[src/rtl/qdec_pkg.sv]
// ----------------------------------------------------------------------------
// qdec_pkg
// Shared types and fixed widths for the quadrature decoder with speed output.
// ----------------------------------------------------------------------------
package qdec_pkg;

	localparam int POS_W     = 12;  // wrapped position
	localparam int CPT_W     = 13;  // counts per turn register
	localparam int DELTA_W   = 13;  // signed position change
	localparam int VEL_W     = 32;  // signed fixed-point velocity
	localparam int FLAGS_W   = 4;
	localparam int TS_W      = 16;  // timestamp field
	localparam int IN_DATA_W = 24;
	localparam int OUT_DATA_W = 64;

	localparam logic [CPT_W-1:0] CPT_MIN = 13'd4;
	localparam logic [CPT_W-1:0] CPT_MAX = 13'd4096;
	localparam logic [CPT_W-1:0] CPT_RST = 13'd3600;

	// edge flag bit positions, applied in this order
	localparam int FLAG_B_FALL = 0;
	localparam int FLAG_A_FALL = 1;
	localparam int FLAG_B_RISE = 2;
	localparam int FLAG_A_RISE = 3;

	typedef enum logic [2:0] {
		ST_IDLE,
		ST_MOD,
		ST_EDGE,
		ST_CALC,
		ST_DIV,
		ST_FIN
	} state_t;

	typedef struct packed {
		logic load;
		logic step;
	} div_ctrl_t;

endpackage

[src/rtl/qdec_div.sv]
// ----------------------------------------------------------------------------
// qdec_div
// Radix-2 restoring divider, one quotient bit per step. Used both for the
// position modulo and for the velocity quotient.
// ----------------------------------------------------------------------------
module qdec_div #(
	parameter int DW = 28,
	parameter int RW = 16
) (
	input  logic              clk,
	input  qdec_pkg::div_ctrl_t ctrl,
	input  logic [DW-1:0]     dividend,
	input  logic [RW-1:0]     divisor,
	output logic [DW-1:0]     quotient,
	output logic [RW-1:0]     remainder
);
	import qdec_pkg::*;

	logic [DW-1:0] quot_q;
	logic [RW-1:0] rem_q;
	logic [RW-1:0] div_q;
	logic [RW:0]   partial;
	logic [RW+1:0] trial;
	logic          borrow;

	// partial < 2 * divisor, so one extra bit holds the borrow
	assign partial = {rem_q, quot_q[DW-1]};
	assign trial   = {1'b0, partial} - {2'b00, div_q};
	assign borrow  = trial[RW+1];

	always_ff @(posedge clk) begin
		if (ctrl.load) begin
			quot_q <= dividend;
			rem_q  <= '0;
			div_q  <= divisor;
		end else if (ctrl.step) begin
			quot_q <= {quot_q[DW-2:0], ~borrow};
			rem_q  <= borrow ? partial[RW-1:0] : trial[RW-1:0];
		end
	end

	assign quotient  = quot_q;
	assign remainder = rem_q;

endmodule

[src/rtl/quadrature_decoder_with_speed.sv]
// ----------------------------------------------------------------------------
// quadrature_decoder_with_speed
// x4 quadrature decoder: position modulo counts per turn, delta since the
// previous event and a signed fixed-point velocity delta / time difference.
//
//  channel | dir | payload
//  --------+-----+----------------------------------------------------------
//  s_*     | in  | tdata: edge_flags, level_a, level_b, timestamp
//  m_*     | out | tdata: position, delta, velocity; tuser: time_zero
//  cfg_*   | in  | counts_per_turn write
//
// One item passes ST_MOD, ST_EDGE, ST_CALC, ST_DIV and ST_FIN before the next
// accept; ST_DIV is skipped when the time difference is zero. The shared
// restoring divider first reduces the position modulo the register, then forms
// the velocity quotient with FRAC_BITS fraction bits. arst_n clears position,
// history and the register (to 3600). A stalled output holds the finished item;
// the next one is accepted meanwhile and waits in ST_FIN for the slot to free.
// ----------------------------------------------------------------------------
module quadrature_decoder_with_speed #(
	parameter int FRAC_BITS = 16,
	parameter int TIME_BITS = 16
) (
	input  logic                              clk,
	input  logic                              arst_n,
	input  logic                              cfg_we,
	input  logic [qdec_pkg::CPT_W-1:0]        cfg_wdata,
	input  logic                              s_tvalid,
	output logic                              s_tready,
	// edge_flags[3:0], level_a[4], level_b[5], timestamp[21:6], zero pad
	input  logic [qdec_pkg::IN_DATA_W-1:0]    s_tdata,
	output logic                              m_tvalid,
	input  logic                              m_tready,
	// position[11:0], delta[24:12], velocity[56:25], zero pad
	output logic [qdec_pkg::OUT_DATA_W-1:0]   m_tdata,
	// time_zero[0]
	output logic [0:0]                        m_tuser
);
	import qdec_pkg::*;

	localparam int TW = (TIME_BITS < TS_W) ? TIME_BITS : TS_W;
	localparam int DW = POS_W + FRAC_BITS;
	localparam int RW = (TW > CPT_W) ? TW : CPT_W;
	localparam int CW = $clog2(DW + 1);
	localparam int QX = (DW >= 33) ? DW : 33;
	localparam logic [QX-1:0] Q_LIM = QX'(64'h8000_0000);

	function automatic logic [POS_W-1:0] step_cnt(
		input logic [POS_W-1:0] c,
		input logic             up,
		input logic [CPT_W-1:0] n
	);
		logic [CPT_W-1:0] inc;
		logic [CPT_W-1:0] top;
		inc = {1'b0, c} + CPT_W'(1);
		top = n - CPT_W'(1);
		if (up)
			return (inc >= n) ? '0 : inc[POS_W-1:0];
		return (c == '0) ? top[POS_W-1:0] : c - POS_W'(1);
	endfunction

	state_t state_q, state_nx;
	logic [CW-1:0]      step_q;
	logic [CPT_W-1:0]   cfg_q;
	logic [CPT_W-1:0]   turn;
	logic [POS_W-1:0]   count_q, last_pos_q;
	logic [TW-1:0]      last_time_q, ts_q;
	logic [FLAGS_W-1:0] flags_q;
	logic               a_q, b_q;
	logic               neg_q, tz_q;
	logic [DELTA_W-1:0] delta_q;

	logic               m_valid_q;
	logic [POS_W-1:0]   pos_out_q;
	logic [DELTA_W-1:0] delta_out_q;
	logic [VEL_W-1:0]   vel_out_q;
	logic               tz_out_q;

	div_ctrl_t          div_ctrl;
	logic [DW-1:0]      div_dividend, div_quot;
	logic [RW-1:0]      div_divisor, div_rem;
	logic               accept, fin_write, out_free;
	logic               step_last;

	logic [POS_W-1:0]   c0, c1, c2, c3, c4;
	logic [DELTA_W-1:0] delta_c;
	logic [POS_W-1:0]   delta_mag;
	logic [TW:0]        dt_c;
	logic [TW-1:0]      dt_mag;
	logic [QX-1:0]      qx;
	logic [VEL_W-1:0]   vel_c;

	assign turn = (cfg_q < CPT_MIN) ? CPT_MIN : ((cfg_q > CPT_MAX) ? CPT_MAX : cfg_q);
	assign accept   = s_tvalid && s_tready;
	assign out_free = !m_valid_q || m_tready;

	// edge application on the reduced count
	assign c0 = div_rem[POS_W-1:0];
	assign c1 = flags_q[FLAG_B_FALL] ? step_cnt(c0, !a_q, turn) : c0;
	assign c2 = flags_q[FLAG_A_FALL] ? step_cnt(c1, b_q, turn) : c1;
	assign c3 = flags_q[FLAG_B_RISE] ? step_cnt(c2, a_q, turn) : c2;
	assign c4 = flags_q[FLAG_A_RISE] ? step_cnt(c3, !b_q, turn) : c3;

	assign delta_c   = {1'b0, count_q} - {1'b0, last_pos_q};
	assign delta_mag = delta_c[DELTA_W-1] ? POS_W'(-delta_c) : delta_c[POS_W-1:0];
	assign dt_c      = {1'b0, ts_q} - {1'b0, last_time_q};
	assign dt_mag    = dt_c[TW] ? TW'(-dt_c) : dt_c[TW-1:0];

	// sign fix and saturation of the quotient magnitude
	assign qx = QX'(div_quot);
	always_comb begin
		if (tz_q)
			vel_c = '0;
		else if (neg_q)
			vel_c = (qx > Q_LIM) ? 32'h8000_0000 : VEL_W'(-qx);
		else
			vel_c = (qx >= Q_LIM) ? 32'h7FFF_FFFF : qx[VEL_W-1:0];
	end

	assign step_last = (state_q == ST_MOD) ? (step_q == CW'(POS_W - 1))
	                                       : (step_q == CW'(DW - 1));

	always_comb begin
		state_nx = state_q;
		unique case (state_q)
			ST_IDLE: if (s_tvalid) state_nx = ST_MOD;
			ST_MOD:  if (step_last) state_nx = ST_EDGE;
			ST_EDGE: state_nx = ST_CALC;
			ST_CALC: state_nx = (dt_c == '0) ? ST_FIN : ST_DIV;
			ST_DIV:  if (step_last) state_nx = ST_FIN;
			ST_FIN:  if (out_free) state_nx = ST_IDLE;
			default: state_nx = ST_IDLE;
		endcase
	end

	always_comb begin
		s_tready      = 1'b0;
		div_ctrl      = '0;
		fin_write     = 1'b0;
		div_dividend  = DW'(count_q) << FRAC_BITS;
		div_divisor   = RW'(turn);
		unique case (state_q)
			ST_IDLE: begin
				s_tready      = 1'b1;
				div_ctrl.load = s_tvalid;
			end
			ST_MOD, ST_DIV: div_ctrl.step = 1'b1;
			ST_CALC: begin
				div_ctrl.load = 1'b1;
				div_dividend  = DW'(delta_mag) << FRAC_BITS;
				div_divisor   = RW'(dt_mag);
			end
			ST_FIN:  fin_write = out_free;
			default: ;
		endcase
	end

	qdec_div #(
		.DW(DW),
		.RW(RW)
	) u_div (
		.clk       (clk),
		.ctrl      (div_ctrl),
		.dividend  (div_dividend),
		.divisor   (div_divisor),
		.quotient  (div_quot),
		.remainder (div_rem)
	);

	always_ff @(posedge clk or negedge arst_n) begin
		if (!arst_n) begin
			state_q     <= ST_IDLE;
			step_q      <= '0;
			cfg_q       <= CPT_RST;
			count_q     <= '0;
			last_pos_q  <= '0;
			last_time_q <= '0;
			m_valid_q   <= 1'b0;
		end else begin
			state_q <= state_nx;
			if (cfg_we)
				cfg_q <= cfg_wdata;
			if (div_ctrl.load)
				step_q <= '0;
			else if (div_ctrl.step)
				step_q <= step_q + CW'(1);
			if (state_q == ST_EDGE)
				count_q <= c4;
			if (state_q == ST_CALC) begin
				last_pos_q  <= count_q;
				last_time_q <= ts_q;
			end
			if (fin_write)
				m_valid_q <= 1'b1;
			else if (m_tready)
				m_valid_q <= 1'b0;
		end
	end

	always_ff @(posedge clk) begin
		if (accept) begin
			flags_q <= s_tdata[FLAGS_W-1:0];
			a_q     <= s_tdata[FLAGS_W];
			b_q     <= s_tdata[FLAGS_W+1];
			ts_q    <= s_tdata[FLAGS_W+2 +: TW];
		end
		if (state_q == ST_CALC) begin
			delta_q <= delta_c;
			neg_q   <= delta_c[DELTA_W-1] ^ dt_c[TW];
			tz_q    <= (dt_c == '0);
		end
		if (fin_write) begin
			pos_out_q   <= count_q;
			delta_out_q <= delta_q;
			vel_out_q   <= vel_c;
			tz_out_q    <= tz_q;
		end
	end

	assign m_tvalid = m_valid_q;
	assign m_tdata  = OUT_DATA_W'({vel_out_q, delta_out_q, pos_out_q});
	assign m_tuser  = tz_out_q;

endmodule
[config.mk]
export PLATFORM = sky130hd
export DESIGN_NAME = quadrature_decoder_with_speed
export DESIGN_NICKNAME = d
export VERILOG_FILES = /design/src/rtl/qdec_pkg.sv /design/src/rtl/qdec_div.sv /design/src/rtl/quadrature_decoder_with_speed.sv
export SDC_FILE = /design/constraint.sdc
export NUM_CORES = 1
export LEC_CHECK = 0
export ABC_AREA = 1
export CORE_ASPECT_RATIO = 1.25
export CORE_MARGIN = 1.5
export CORE_UTILIZATION = 66
export CTS_CLUSTER_SIZE = 12
export DETAILED_ROUTE_END_ITERATION = 6
export DONT_BUFFER_PORTS = 1
export PLACE_DENSITY = 0.82
export SLEW_MARGIN = 20
export SYNTH_ARGS = -nofsm -noshare
export SYNTH_HDL_FRONTEND = slang
export SYNTH_HIERARCHICAL = 1
export SYNTH_SLANG_ARGS = --single-unit
[constraint.sdc]
create_clock -name clk -period 11.8 [get_ports clk]
set_input_delay 1.77 -clock clk [delete_from_list [all_inputs] [get_ports clk]]
set_output_delay 1.77 -clock clk [all_outputs]
set_load 0.02 [all_outputs]
==> qor.log <==
INFO  sta            fin_hold_ws=0.411ns
INFO  sta            rsz0062_at_grt=no
INFO  synth          synth_top_area_cell=edfxtp_1
INFO  cells_and_area multi_input_comb_area=10300um^2
INFO  cells_and_area layout-drive-gt1-share=0.113
INFO  grt            grt_first_pass_wirelength=81100um
INFO  worst_hold_path hp-class=reg -> reg
INFO  clock_tree     insertion_delay=0.53ns
INFO  synth          most_common_cell_in_the_netlist=nand2_1
INFO  synth          synth_flop_cell=edfxtp_1
INFO  cells_and_area finalInstanceArea=19200um^2
INFO  synth          ys_seq_area_frac=0.334
INFO  cells_and_area layout.filler_cells=2127
INFO  placement      numPortBuffers=0
INFO  grt            antenna_found_initial=1
INFO  power_and_ir_drop powerDensity=292nW/um^2
INFO  synth          synth_async_sr_flop_share=0.286
INFO  sta            final-hold-violation-count=0
INFO  sta            setup-tns-final=0ns
INFO  floorplan      top_level_ports=109
INFO  worst_setup_path rr_worst_depth=71
INFO  synth          post_synth_inst_count=2489
INFO  floorplan      floorplan.die.width=151um
INFO  grt            global_route_congestion_overflow_total=0
INFO  routing        ant_nets=0
INFO  sta            layout_setup_ws=0.989ns
INFO  worst_setup_path timing.critical_path.from_type=flip-flop
INFO  grt            grt_util_all_layers=0.364
INFO  placement      routabilityCongestion=1.05
INFO  synth          ys_ff_latch=217
INFO  worst_setup_path rr_startpoint=cfg_q[2]
INFO  sta            max_slew_margin=0.282
INFO  synth          mappedNetlistArea=18100um^2
INFO  routing        wl=51000um
INFO  sta            maximum_operating_frequency=0.0925GHz
INFO  outcome        run_status=completed
INFO  synth          synth_commonest_cells=nand2_1, inv_1, nand3_1
INFO  clock_tree     ctsHtreeMaxLevel=1
INFO  clock_tree     cts.reportedPaths.clkPinSlew=0.06ns
INFO  worst_setup_path critical_path_end_type=flip-flop
INFO  routing        vias=16600
INFO  routing        drt_pre_antenna_iters=5
INFO  synth          ys_types=63
INFO  cells_and_area layout_net_count=2644
INFO  worst_setup_path reg2reg_to=count_q[11]
INFO  worst_setup_path crit_required=12.21ns
INFO  sta            fin_skew=0.0107ns
INFO  placement      post-dp-hpwl=37900um
INFO  grt            number_of_global_route_vias_before_repair=15900
INFO  worst_setup_path kind_of_critical_path=reg -> reg
INFO  clock_tree     numCtsBuffers=24
INFO  worst_setup_path setup.reg_to_reg.worst_slack=0.99ns
INFO  sta            timing.final.setup_violations=0
INFO  synth          synth_area_per_cell=7.27um^2
INFO  floorplan      initial_utilization=0.673
INFO  power_and_ir_drop ir_drop=0.169mV
INFO  placement      dp_worst_setup_slack=0.477ns
INFO  clock_tree     ctsLongestPathBuffers=3
INFO  clock_tree     cts_root_buffer=clkbuf_16
INFO  synth          yosysWarningCount=6
INFO  worst_setup_path cp_data_arrival_time=11.22ns
INFO  synth          yosys.area.top_type_share=0.231
INFO  placement      post_dp_cell_area=18300um^2
INFO  synth          synth_enable_flop_cells=139
INFO  worst_setup_path critical_path.max_stage_delay=0.44ns
INFO  routing        drc=0
INFO  cells_and_area final-seq-area=6050um^2
INFO  power_and_ir_drop p_leak=0.00934uW
INFO  floorplan      core-area=26900um^2
INFO  clock_tree     cts_tree=built
INFO  clock_tree     cts_hold_buf=0
INFO  synth          ys_top_cells_by_area=edfxtp_1, nand2_1, dfrtp_1
INFO  sta            worst-slew-pin-transition=1.08ns
INFO  worst_setup_path critical_path.slowest_cell=dfrtp_1
INFO  floorplan      design.die.area=28400um^2
INFO  routing        detail_route.iter0.violations=1448
INFO  floorplan      floorplan.die.height=188um
INFO  worst_setup_path timing.critical_path.mode_cell=nand2_1
INFO  worst_setup_path path_max_fanout=13
INFO  routing        avgRoutedWirePerCell=17.9um
INFO  sta            fin_crit=10.81ns
INFO  floorplan      rows=67
INFO  job            maxCapViolCount=0
INFO  cells_and_area syn2layout_area_growth=5.92%
INFO  sta            slew_violations=0
INFO  worst_setup_path critical_path.endpoint=count_q[11]
INFO  worst_setup_path setup.worst_path.start=cfg_q[2]
INFO  sta            timing.final.crit_share=0.916
INFO  grt            grt_start_max_net_pins=76
INFO  clock_tree     clock_sinks=217
INFO  routing        detail_route.vias_per_cell=5.83
==> stage by stage <==
stage	utilization	cells	power, uW
after floorplan	-	2511	3990
after global placement	0.681	2804	4610
after detailed placement	0.681	2804	4760
after CTS	0.710	2848	5530
after global routing	0.713	2850	6070
final	0.713	2850	5600
==> sequential cells by signal, summed over array words and instances, names as in the netlist, 13 cells and up <==
name and flops:
ts_q 16, vel_out_q 32, u_div/remainder 16, delta_out_q 13
delta_q 13, u_div/quotient 28, last_time_q 16, u_div/div_q 16
cfg_q 13
==> worst max-delay path: cells and delay by family, from the launching register on <==
| kind | cells | cell delay (ns) |
|---|---|---|
| and+or+nand+nor | 41 | 5.05 |
| adders and majority gates | 5 | 1.55 |
| DFF | 1 | 0.44 |
| buffers and inverters | 10 | 1.46 |
| AOI/OAI and AO/OA | 15 | 2.16 |
==> report_power, final <==
group          total (uW)  internal [uW]  leakage, uW  switching, uW
clock                 743            438     0.000375            305
sequential           1420           1160      0.00222            267
combinational        3430           1140      0.00675           2300
total                5600           2730      0.00934           2870
==> placed cells by master (no fill, tap or decap), types with 10 or more instances in the layout <==
master | netlist | layout
nand2_1 | 649 | 648
inv_1 | 351 | 346
nand3_1 | 203 | 202
nor2_1 | 162 | 157
edfxtp_1 | 139 | 139
a21oi_1 | 118 | 117
ha_1 | 113 | 111
o21ai_0 | 102 | 102
nor3_1 | 69 | 68
xor2_1 | 64 | 61
nand2_2 | 59 | 60
dfrtp_1 | 58 | 58
inv_2 | 33 | 38
nand4_1 | 35 | 35
nand3_2 | 24 | 25
clkbuf_16 | 0 | 25
nor2_2 | 21 | 24
conb_1 | 1 | 23
nand2_4 | 22 | 22
buf_4 | 13 | 19
and2_1 | 18 | 18
dfxtp_1 | 16 | 16
xnor2_1 | 16 | 15
o21bai_1 | 13 | 13
nor3b_1 | 12 | 12
nor2_4 | 9 | 11
clkbuf_1 | 30 | 10
==> layout make-up <==
cell class,instances,area share
multi-input cells,1832,0.537
flip-flops and latches,217,0.316
inverters,392,0.0769
clock buffers,39,0.0375
well taps,345,0.0225
repair buffers,19,0.00744
clock inverters,5,0.00294
diodes,1,0.000130
==> cell families (layout without fill, tap and decap cells) <==
family	after synthesis	in the layout	share of synthesized area
multiplexers	8	8	0.00498
flip-flops	217	217	0.334
XOR/XNOR	80	80	0.0387
other	1	24	0.000207
AO/OA/AOI/OAI	285	285	0.0899
buffers and inverters	462	455	0.106
adder cells (fa/ha/maj)	116	116	0.0814
AND/OR/NAND/NOR	1320	1320	0.345
==> per-layer routing <==
layer | track usage | wire length, um
met1 | 0.446 | 20000
met2 | 0.621 | 24900
met3 | 0.0506 | 3480
met4 | 0.180 | 2620
met5 | 0 | 0
==> worst min path at each step <==
stage                 from         endpoint  cells after the start  slack (ns)
2_1_floorplan   delta_q[0]   delta_out_q[0]                      0        0.40
4_1_cts         delta_q[4]   delta_out_q[4]                      0        0.42
5_1_grt         delta_q[4]   delta_out_q[4]                      0        0.42
3_3_place_gp   delta_q[11]  delta_out_q[11]                      0        0.40
3_5_place_dp   delta_q[11]  delta_out_q[11]                      0        0.41
6_report        delta_q[4]   delta_out_q[4]                      0        0.41
==> timing repair <==
| item | in CTS | in global routing |
|---|---|---|
| resized for setup | 0 | 18 |
| setup endpoints to repair | 0 | 12 |
| buffers inserted | 0 | 1 |
Note: power is estimated with default switching activity, not from simulation.
